[src/hdl/cps_pkg.sv]
`timescale 1ns / 1ps
// ----------------------------------------------------------------------------
// cps_pkg
// Shared constants for the chunk pad stripper: byte codes, result kinds,
// status codes and configuration register indexes.
// ----------------------------------------------------------------------------
package cps_pkg;

    localparam int unsigned BYTE_W  = 8;
    localparam int unsigned LEN_W   = 16;
    localparam int unsigned STAT_W  = 2;
    localparam int unsigned CFG_IDX_W = 1;

    localparam logic [BYTE_W-1:0] BYTE_PAD  = 8'hFF;
    localparam logic [BYTE_W-1:0] BYTE_FILL = 8'hF0;

    localparam logic KIND_DATA   = 1'b0;
    localparam logic KIND_STATUS = 1'b1;

    localparam logic [STAT_W-1:0] STATUS_OK       = 2'd0;
    localparam logic [STAT_W-1:0] STATUS_OVERFLOW = 2'd1;
    localparam logic [STAT_W-1:0] STATUS_REFUSED  = 2'd2;

    localparam logic [CFG_IDX_W-1:0] CFG_MAX_LENGTH = 1'd0;
    localparam logic [CFG_IDX_W-1:0] CFG_REFUSE     = 1'd1;

endpackage

[src/hdl/cps_ram.sv]
`timescale 1ns / 1ps
// ----------------------------------------------------------------------------
// cps_ram
// Generic single-write, single-read RAM with a registered read port.
// ----------------------------------------------------------------------------
module cps_ram #(
    parameter int unsigned WIDTH = 8,
    parameter int unsigned DEPTH = 30
) (
    input  logic                     i_clk,
    input  logic                     i_we,
    input  logic [$clog2(DEPTH)-1:0] i_waddr,
    input  logic [WIDTH-1:0]         i_wdata,
    input  logic [$clog2(DEPTH)-1:0] i_raddr,
    output logic [WIDTH-1:0]         o_rdata
);

    logic [WIDTH-1:0] r_mem [DEPTH];
    logic [WIDTH-1:0] r_rdata;

    always_ff @(posedge i_clk) begin
        if (i_we) begin
            r_mem[i_waddr] <= i_wdata;
        end
        r_rdata <= r_mem[i_raddr];
    end

    assign o_rdata = r_rdata;

endmodule

[src/hdl/chunk_pad_stripper.sv]
`timescale 1ns / 1ps
// ----------------------------------------------------------------------------
// chunk_pad_stripper
// Removes trailing pad bytes from a stream of fixed-size chunks and emits the
// recovered message bytes followed by one status word per message.
// ----------------------------------------------------------------------------
// Input words are taken one per cycle while the block is collecting a chunk;
// each data byte is written into a chunk RAM of CHUNK_BYTES-2 entries. On the
// final byte of a chunk the input stalls while the kept bytes are read back
// one at a time: each output byte takes a RAM read and then a hand-off to
// the output register, and output stall holds that hand-off. The input also
// stalls while the status word goes out when a word carries message_end, and
// the length cap can stop a chunk before its kept bytes are all out.
// Configuration is written through a plain write port; the user must write
// it only while the block is idle, as the block itself does not enforce this.
module chunk_pad_stripper
    import cps_pkg::*;
#(
    parameter int unsigned CHUNK_BYTES = 32
) (
    input  logic                 i_clk,
    input  logic                 i_rst_n,
    input  logic                 i_cfg_we,
    input  logic [CFG_IDX_W-1:0] i_cfg_index,
    input  logic [LEN_W-1:0]     i_cfg_data,
    input  logic                 i_in_valid,
    output logic                 o_in_stall,
    input  logic [BYTE_W-1:0]    i_chunk_byte,
    input  logic                 i_message_end,
    output logic                 o_out_valid,
    input  logic                 i_out_stall,
    output logic                 o_kind,
    output logic [BYTE_W-1:0]    o_data_byte,
    output logic [STAT_W-1:0]    o_status,
    output logic [LEN_W-1:0]     o_count,
    output logic                 o_last
);

    localparam int unsigned DATA_N = CHUNK_BYTES - 2;
    localparam int unsigned POS_W  = $clog2(CHUNK_BYTES);
    localparam int unsigned ADDR_W = $clog2(DATA_N);

    localparam logic [POS_W-1:0] LAST_DATA_POS = POS_W'(CHUNK_BYTES - 3);
    localparam logic [POS_W-1:0] CHECK_POS     = POS_W'(CHUNK_BYTES - 2);
    localparam logic [POS_W-1:0] FINAL_POS     = POS_W'(CHUNK_BYTES - 1);
    localparam logic [POS_W-1:0] FULL_LEN      = POS_W'(DATA_N);

    typedef enum logic [1:0] {
        ST_IDLE,
        ST_RD,
        ST_WR,
        ST_STAT
    } t_state;

    t_state r_state;

    logic [LEN_W-1:0]  r_max_length;
    logic              r_refuse;
    logic [POS_W-1:0]  r_pos;
    logic [POS_W-1:0]  r_pad_start;
    logic              r_pad_seen;
    logic [LEN_W-1:0]  r_emitted;
    logic              r_overflowed;
    logic [POS_W-1:0]  r_idx;
    logic [POS_W-1:0]  r_len;
    logic              r_end;

    logic              r_out_valid;
    logic              r_out_kind;
    logic [BYTE_W-1:0] r_out_data;
    logic [STAT_W-1:0] r_out_status;
    logic [LEN_W-1:0]  r_out_count;
    logic              r_out_last;

    logic              w_accept;
    logic              w_slot;
    logic              w_out_load;
    logic              w_store_we;
    logic [BYTE_W-1:0] w_rdata;
    logic [POS_W-1:0]  w_idx_inc;
    logic [LEN_W:0]    w_emit_inc;
    logic              w_last_byte;

    assign o_in_stall = (r_state != ST_IDLE);
    assign w_accept   = i_in_valid && (r_state == ST_IDLE);
    assign w_slot     = !r_out_valid || !i_out_stall;
    assign w_out_load = w_slot && ((r_state == ST_WR) || (r_state == ST_STAT));
    assign w_store_we = w_accept && (r_pos <= LAST_DATA_POS);
    assign w_idx_inc  = r_idx + POS_W'(1);
    assign w_emit_inc = {1'b0, r_emitted} + (LEN_W+1)'(1);
    assign w_last_byte = !r_end
        && ((w_idx_inc == r_len) || (w_emit_inc >= {1'b0, r_max_length}));

    cps_ram #(
        .WIDTH (BYTE_W),
        .DEPTH (DATA_N)
    ) u_store (
        .i_clk   (i_clk),
        .i_we    (w_store_we),
        .i_waddr (r_pos[ADDR_W-1:0]),
        .i_wdata (i_chunk_byte),
        .i_raddr (r_idx[ADDR_W-1:0]),
        .o_rdata (w_rdata)
    );

    always_ff @(posedge i_clk) begin
        if (!i_rst_n) begin
            r_state      <= ST_IDLE;
            r_max_length <= '1;
            r_refuse     <= 1'b0;
            r_pos        <= '0;
            r_pad_start  <= '0;
            r_pad_seen   <= 1'b0;
            r_emitted    <= '0;
            r_overflowed <= 1'b0;
            r_idx        <= '0;
            r_len        <= '0;
            r_end        <= 1'b0;
            r_out_valid  <= 1'b0;
            r_out_kind   <= KIND_DATA;
            r_out_data   <= '0;
            r_out_status <= STATUS_OK;
            r_out_count  <= '0;
            r_out_last   <= 1'b0;
        end else begin
            if (i_cfg_we) begin
                case (i_cfg_index)
                    CFG_MAX_LENGTH: r_max_length <= i_cfg_data;
                    CFG_REFUSE:     r_refuse     <= i_cfg_data[0];
                    default: ;
                endcase
            end

            if (r_out_valid && !i_out_stall && !w_out_load) begin
                r_out_valid <= 1'b0;
            end

            case (r_state)
                ST_IDLE: begin
                    if (w_accept) begin
                        r_end <= i_message_end;
                        r_idx <= '0;
                        if (r_pos >= FINAL_POS) begin
                            r_len       <= r_pad_seen ? r_pad_start : FULL_LEN;
                            r_pos       <= '0;
                            r_pad_seen  <= 1'b0;
                            r_pad_start <= '0;
                            if (!r_refuse && !r_overflowed
                                && (r_pad_seen ? (r_pad_start != '0) : 1'b1)) begin
                                r_state <= ST_RD;
                            end else if (i_message_end) begin
                                r_state <= ST_STAT;
                            end
                        end else if (i_message_end) begin
                            r_pos       <= '0;
                            r_pad_seen  <= 1'b0;
                            r_pad_start <= '0;
                            r_state     <= ST_STAT;
                        end else begin
                            r_pos <= r_pos + POS_W'(1);
                            if (r_pos <= LAST_DATA_POS) begin
                                if (i_chunk_byte == BYTE_PAD) begin
                                    r_pad_seen  <= 1'b1;
                                    r_pad_start <= r_pos;
                                end else if (i_chunk_byte != BYTE_FILL) begin
                                    r_pad_seen <= 1'b0;
                                end
                            end else if (r_pos == CHECK_POS) begin
                                if (i_chunk_byte != BYTE_FILL) begin
                                    r_pad_seen <= 1'b0;
                                end
                            end
                        end
                    end
                end
                ST_RD: begin
                    if (r_emitted >= r_max_length) begin
                        r_overflowed <= 1'b1;
                        r_state      <= r_end ? ST_STAT : ST_IDLE;
                    end else begin
                        r_state <= ST_WR;
                    end
                end
                ST_WR: begin
                    if (w_slot) begin
                        r_out_valid  <= 1'b1;
                        r_out_kind   <= KIND_DATA;
                        r_out_data   <= w_rdata;
                        r_out_status <= STATUS_OK;
                        r_out_count  <= '0;
                        r_out_last   <= w_last_byte;
                        r_emitted    <= w_emit_inc[LEN_W-1:0];
                        r_idx        <= w_idx_inc;
                        if (w_idx_inc == r_len) begin
                            r_state <= r_end ? ST_STAT : ST_IDLE;
                        end else begin
                            r_state <= ST_RD;
                        end
                    end
                end
                ST_STAT: begin
                    if (w_slot) begin
                        r_out_valid <= 1'b1;
                        r_out_kind  <= KIND_STATUS;
                        r_out_data  <= '0;
                        r_out_last  <= 1'b1;
                        if (r_refuse) begin
                            r_out_status <= STATUS_REFUSED;
                            r_out_count  <= '0;
                        end else if (r_overflowed) begin
                            r_out_status <= STATUS_OVERFLOW;
                            r_out_count  <= '0;
                        end else begin
                            r_out_status <= STATUS_OK;
                            r_out_count  <= r_emitted;
                        end
                        r_emitted    <= '0;
                        r_overflowed <= 1'b0;
                        r_state      <= ST_IDLE;
                    end
                end
                default: r_state <= ST_IDLE;
            endcase
        end
    end

    assign o_out_valid = r_out_valid;
    assign o_kind      = r_out_kind;
    assign o_data_byte = r_out_data;
    assign o_status    = r_out_status;
    assign o_count     = r_out_count;
    assign o_last      = r_out_last;

`ifndef SYNTHESIS
    a_status_is_last: assert property (@(posedge i_clk) disable iff (!i_rst_n)
        (r_out_valid && (r_out_kind == KIND_STATUS)) |-> r_out_last)
        else $error("status word without last");

    a_bad_status_no_count: assert property (@(posedge i_clk) disable iff (!i_rst_n)
        (r_out_valid && (r_out_kind == KIND_STATUS) && (r_out_status != STATUS_OK))
            |-> (r_out_count == '0))
        else $error("nonzero count on failed status");

    a_read_in_range: assert property (@(posedge i_clk) disable iff (!i_rst_n)
        ((r_state == ST_RD) || (r_state == ST_WR)) |-> (r_idx < r_len))
        else $error("chunk read past kept length");

    a_msg_cleared: assert property (@(posedge i_clk) disable iff (!i_rst_n)
        ((r_state == ST_STAT) && w_slot) |=> ((r_emitted == '0) && !r_overflowed))
        else $error("message state not cleared after status");
`endif

endmodule

[config.mk]
export PLATFORM = sky130hd
export DESIGN_NAME = chunk_pad_stripper
export DESIGN_NICKNAME = d
export VERILOG_FILES = /design/src/hdl/cps_pkg.sv /design/src/hdl/cps_ram.sv /design/src/hdl/chunk_pad_stripper.sv
export SDC_FILE = /design/constraint.sdc
export NUM_CORES = 1
export LEC_CHECK = 0
export BUFFER_PORTS_ARGS = -buffer_cell sky130_fd_sc_hd__buf_2
export CAP_MARGIN = 15
export CORE_UTILIZATION = 60
export CTS_BUF_LIST = sky130_fd_sc_hd__clkbuf_2
export DETAILED_ROUTE_END_ITERATION = 7
export GPL_TIMING_DRIVEN = 0
export HOLD_SLACK_MARGIN = 0.1
export PLACE_DENSITY = 0.78
export SLEW_MARGIN = 20
export SYNTH_ARGS = -nofsm -noshare
export SYNTH_HDL_FRONTEND = slang
export SYNTH_SLANG_ARGS = --single-unit
[constraint.sdc]
create_clock -name i_clk -period 3.06 [get_ports i_clk]
set_clock_uncertainty 0.1 [all_clocks]
set_input_delay 0.306 -clock i_clk [delete_from_list [all_inputs] [get_ports i_clk]]
set_output_delay 0.306 -clock i_clk [all_outputs]
set_load 0.02 [all_outputs]
# Word level (Yosys, flattened, before mapping)
# Memories as Yosys holds them, arrays and structs flattened. A register that Yosys moved wholly into a read port is not among the register bits.
# Index checks and enable logic that the tools add are counted.
# op_classes
add_sub_neg	3
order_cmp	4
eq_ne	11
muxes	53
n_bitwise	1
reduce_logical	37
# ops
operator	count
2-to-1 mux 16 bit	5
one-hot mux 16 bit (2 select lines)	2
2-to-1 mux 5 bit	9
2-to-1 mux 2 bit	11
AND reduction 3 bit	6
adder 16 x 1 -> 17 bit (second input constant)	1
greater-or-equal comparator 17 x 16 -> 1 bit	1
2-to-1 mux 1 bit	17
greater-or-equal comparator 16 bit	1
2-to-1 mux 8 bit	2
one-hot mux 8 bit (2 select lines)	1
adder 5 x 1 -> 5 bit (second input constant)	2
one-hot mux 5 bit (2 select lines)	1
equality test 8 bit (second input constant)	1
logical AND 1 bit	8
inequality test 2 bit (second input constant)	4
inequality test 8 bit (second input constant)	1
one-hot mux 2 bit (4 select lines)	1
nonzero test 2 bit	4
logical NOT 1 bit	6
one-hot mux 1 bit (2 select lines)	3
AND reduction 2 bit	3
nonzero test 3 bit	2
equality test 5 bit	1
other kinds (13)	16
# word_totals
regBits	87
mem_bits_rw	240
out_inout_bits	30
mem_count	1
# memory_table
name	words	width	rd	rd_clocked_by_memory_dff	wr	line_no	text
u_store.r_mem	30	8	1	1	1	cps_ram.sv:18	logic [WIDTH-1:0] r_mem [DEPTH];

# Longest topological paths before layout
# logic_depth
word_depth	8
depth_mapped	13
mapped_depth_nobuf	11

# Cells and area by module
# From an unflattened synthesis, not the netlist that was laid out.
# hier_totals
cells_unflattened	1091
area_unflattened_um2	14684.1
# by_module_without_submodules
module	n_inst	cells_per_inst	area_each_um2	seq_area_each_um2
cps_ram	1	530	9791.9	7367.1
chunk_pad_stripper	1	561	4892.2	1741.7

# Worst setup path after synthesis
# Ideal clock, no wire load.
# synth_timing
path_type	flip-flop to flip-flop
startpoint	register r_emitted[0]
endpoint	register r_out_last, in the netlist o_last
arrival_ps	2373
required_ps	2838
setup_slack_ps	465
stages_incl_launch_ff	12
n_path_buf	1
synth_period_minus_slack_ps	2595
path_cell_list	dfxtp_1 > ha_1 > and3_1 > clkbuf_1 > and2_1 > nand3_1 > xnor2_1 > ha_1 > a21o_1 > a211oi_1 > o21a_1 > a31oi_1
# synth_between
elab_chain_len	6
# synth_lines
element	line_no	text
start: declaration	chunk_pad_stripper.sv:62	logic [LEN_W-1:0] r_emitted;
start signal: assignment	chunk_pad_stripper.sv:192	r_emitted <= w_emit_inc[LEN_W-1:0];
adder 16 x 1 -> 17 bit	chunk_pad_stripper.sv:90	assign w_emit_inc = {1'b0, r_emitted} + (LEN_W+1)'(1);
greater-or-equal comparator 17 x 16 -> 1 bit	chunk_pad_stripper.sv:92	&& ((w_idx_inc == r_len) || (w_emit_inc >= {1'b0, r_max_length}));
logical OR 1 bit	chunk_pad_stripper.sv:92	
logical AND 1 bit	chunk_pad_stripper.sv:92	
2-to-1 mux 1 bit	chunk_pad_stripper.sv:185	if (w_slot) begin
one-hot mux 1 bit (2 select lines)	chunk_pad_stripper.sv:138	case (r_state)
end signal: assignment	chunk_pad_stripper.sv:191	r_out_last <= w_last_byte;
end: declaration	chunk_pad_stripper.sv:73	logic r_out_last;
# No other way between the ends. The select of a mux whose other input is x is not followed.
# A chain may end at the register's enable or synchronous reset.

# Worst setup path after layout
# layout_timing
startpoint	register r_state[0]
endpoint	memory u_store.r_mem[25][5], enable pin
# layout_between
elab_chain_len	5
# layout_lines
element	line_no	text
start: declaration	chunk_pad_stripper.sv:55	t_state r_state;
start signal: assignment	chunk_pad_stripper.sv:179	r_state <= r_end ? ST_STAT : ST_IDLE;
start signal: assignment	chunk_pad_stripper.sv:195	r_state <= r_end ? ST_STAT : ST_IDLE;
logical NOT 2 bit	chunk_pad_stripper.sv:85	assign w_accept = i_in_valid && (r_state == ST_IDLE);
logical AND 1 bit	chunk_pad_stripper.sv:85	
logical AND 1 bit	chunk_pad_stripper.sv:88	assign w_store_we = w_accept && (r_pos <= LAST_DATA_POS);
2-to-1 mux 1 bit	cps_ram.sv:22	if (i_we) begin
2-to-1 mux 1 bit (not written as such)	cps_ram.sv:23	r_mem[i_waddr] <= i_wdata;
end: declaration	cps_ram.sv:18	
# No other way between the ends.

==> results.toml <==
[worst_hold_path]
hp-class = "in2reg"
holdPathStages = 4

[finish]
area_delta_synth_final_pct = 16.4
fillers = 1529
layout.nets = 1238
regArea_sq_mm = 0.00911
fin_cells = 1546
final_common_cell = "edfxtp_1"
layout-drive-gt1-share = 0.244
multi_input_area_sq_mm = 0.00472
mostFrequentLayoutCells = "240 x edfxtp_1, 125 x clkbuf_2, 94 x dfxtp_1, 80 x dlygate4sd3_1, 72 x mux4_2"

[synth]
synth_ff_type = "edfxtp_1"
ys_async_sr_fraction = 0
syn_area_sq_mm = 0.0141
synth_top_area_frac = 0.511
synth.yosys.seq_area_share = 0.646
syn_avg_cell_area_sq_um = 14.9
synth_fp_nets = 1014
synth_area_leader_cell = "edfxtp_1"
synth-edff-count = 240
synth.top_cells.by_area = "edfxtp_1 51%, dfxtp_1 13%, mux4_2 11%"
yosys_register_bits = 335
synth_cells = 944
ys_types = 56
yosysWarnings = 0

[pwr]
leakagePower_nw = 5.84
p_per_area_mw_per_mm2 = 518
irDropWorstVdd_mv = 0.381

[sta]
period_needed_ns = 3.06
slew-limit-headroom = 0.447
worst_pin_slew_ns = 0.826
finalCritPeriodShare = 0.999
rsz0062_at_grt = "true"
hold_viol_final = 0
fin_tns_setup_ns = 0
final-max-slew-violation-count = 0
hold_ws_ns = 0.246
final-setup-viol-count = 0
fmax_mhz = 327

[grt]
track_usage = 0.297
grt_antenna_before_repair = 4
grt_overflow_total = 0
grt_pass1_vias = 9359
grt_max_degree = 33
grt_pass1_wl_um = 52400

[placement]
dp_cells = 1316
dpl.hpwl_um = 21100
io_buffers = 59
gp_congestion = 0.861

[route]
via_per_inst = 6.01
detail-route-antenna-nets = 0
drtIter0Drc = 1066
dr.pass1.iters = 6
routedWlPerCell_um = 22.5
drc_errors = 0
vias = 9291
routed_wl_um = 34800

[cts]
clock-root-buffer = "clkbuf_2"
clkLatencyLatePin_ns = 0.92
cts_buffers = 83
clockBufferDepth = 3
cts_tree = "built"
h-tree-depth = 3
cts_num_sinks = 335
clkTransAtPathRegs_ns = 0.09

[critical_path]
r2r_slack_ns = 0.003
critPathCaptureType = "register"
ff2ff_path_depth = 6
start_kind = "register"
crit_path_top_delay_cell = "nor2_1"
path_max_fanout = 10
required_ns = 3.47
path_class = "reg2reg"
cp.arrival_ns = 3.47
max_stage_delay_ns = 0.71
path_cells = "clkbuf_1, nor2_1, and2_0, clkbuf_1, nand3_1, nor2_1"

[floorplan]
die_area_sq_mm = 0.0241
num_io_pins = 61
dieWidth_um = 155
die-height_um = 155
start_util = 0.618
core-area_sq_mm = 0.0228
rows = 55

[outcome]
status = "finished, final reports clean"

[job]
maxCapViolations = 0
## layer usage
metal,global-route usage,vias up,share of wire
met5,0,-,0.00043
met4,0.136,2,0.036
met3,0.0685,100,0.079
met2,0.488,469,0.48
met1,0.380,4584,0.40
li1,-,4136,-
## synth_stat cells (7+ instances only)
master and instances:
edfxtp_1 240, clkbuf_1 39, mux2_2 9, xnor2_1 13, dfxtp_1 95, and2_1 7
o21ai_0 25, a21boi_0 20, nand3b_1 12, xor2_1 7, mux4_2 72, ha_1 39
nand2_1 68, o211ai_1 16, mux2_1 7, a21oi_1 18, nand3_1 21, and3_1 11
inv_1 22, nor2b_1 39, nor2_1 50, a22oi_1 31
## where the power goes
| part | leakage (nW) | internal [mW] | total (mW) | switching, mW |
|---|---|---|---|---|
| Combinational | 2.33 | 0.269 | 0.630 | 0.361 |
| Sequential | 2.93 | 4.90 | 4.94 | 0.0313 |
| Clock | 0.569 | 1.17 | 2.95 | 1.77 |
| Total | 5.84 | 6.35 | 8.51 | 2.17 |
## worst max-delay path, delay by kind of cell (launching register included)
kind          cells  cell delay [ns]
buf+inv           2             0.65
flops             1             0.32
simple gates      4             1.70
## kinds of logic after synthesis
kind of cell	share of synthesized area
buffers and inverters	0.0229
XOR/XNOR	0.0124
AND/OR/NAND/NOR	0.0863
flip-flops	0.646
AO/OA/AOI/OAI	0.0693
adder cells (fa/ha/maj)	0.0346
multiplexers	0.129
## metrics by stage
stage | util | power [mW] | worst slack, ns | instance area [sq um]
after global placement | 0.648 | 5.54 | -0.299 | 14800
after detailed placement | 0.648 | 5.56 | -0.00948 | 14800
after global routing | 0.719 | 8.83 | -0.127 | 16400
after floorplan | - | 5.35 | 0.465 | 14100
after CTS | 0.716 | 8.52 | 0.00246 | 16400
final | 0.719 | 8.51 | 0.00298 | 16400
## flip-flops by register name, indices dropped and copies added (netlist names)
signal	cells
o_count	16
o_data_byte	8
o_kind	1
o_last	1
o_out_valid	1
o_status	2
r_emitted	16
r_end	1
r_idx	5
r_len	5
r_max_length	16
r_overflowed	1
r_pad_seen	1
r_pad_start	5
r_pos	5
r_refuse	1
r_state	2
u_store.o_rdata	8
u_store.r_mem	240
## final timing paths
kind / from / end
max: r_state[0]$_SDFFE_PN0P_ / u_store.r_mem[25][5]$_DFFE_PP_
min reg2reg: u_store.o_rdata[2]$_DFF_P_ / o_data_byte[2]$_SDFFE_PN0P_
max reg2reg: r_state[0]$_SDFFE_PN0P_ / u_store.r_mem[25][5]$_DFFE_PP_
min: i_out_stall / o_out_valid$_SDFF_PN0_
## what timing repair did
item,4_1_cts,5_1_grt
hold endpoints to repair,313,0
buffers inserted,0,1
gates resized for setup,0,17
setup endpoints to repair,0,100
hold buffers,80,0
## cell type report
cell class                      instances  share of cell area
Clock inverter                         23             0.00838
Multi-Input combinational cell        532               0.287
Inverter                               22             0.00503
Timing Repair Buffer                  140              0.0679
Buffer                                 54              0.0145
Sequential cell                       335               0.555
Clock buffer                          124              0.0378
Tap cell                              313              0.0238
Antenna cell                            3            0.000457
(Power assumes the default switching activity.)
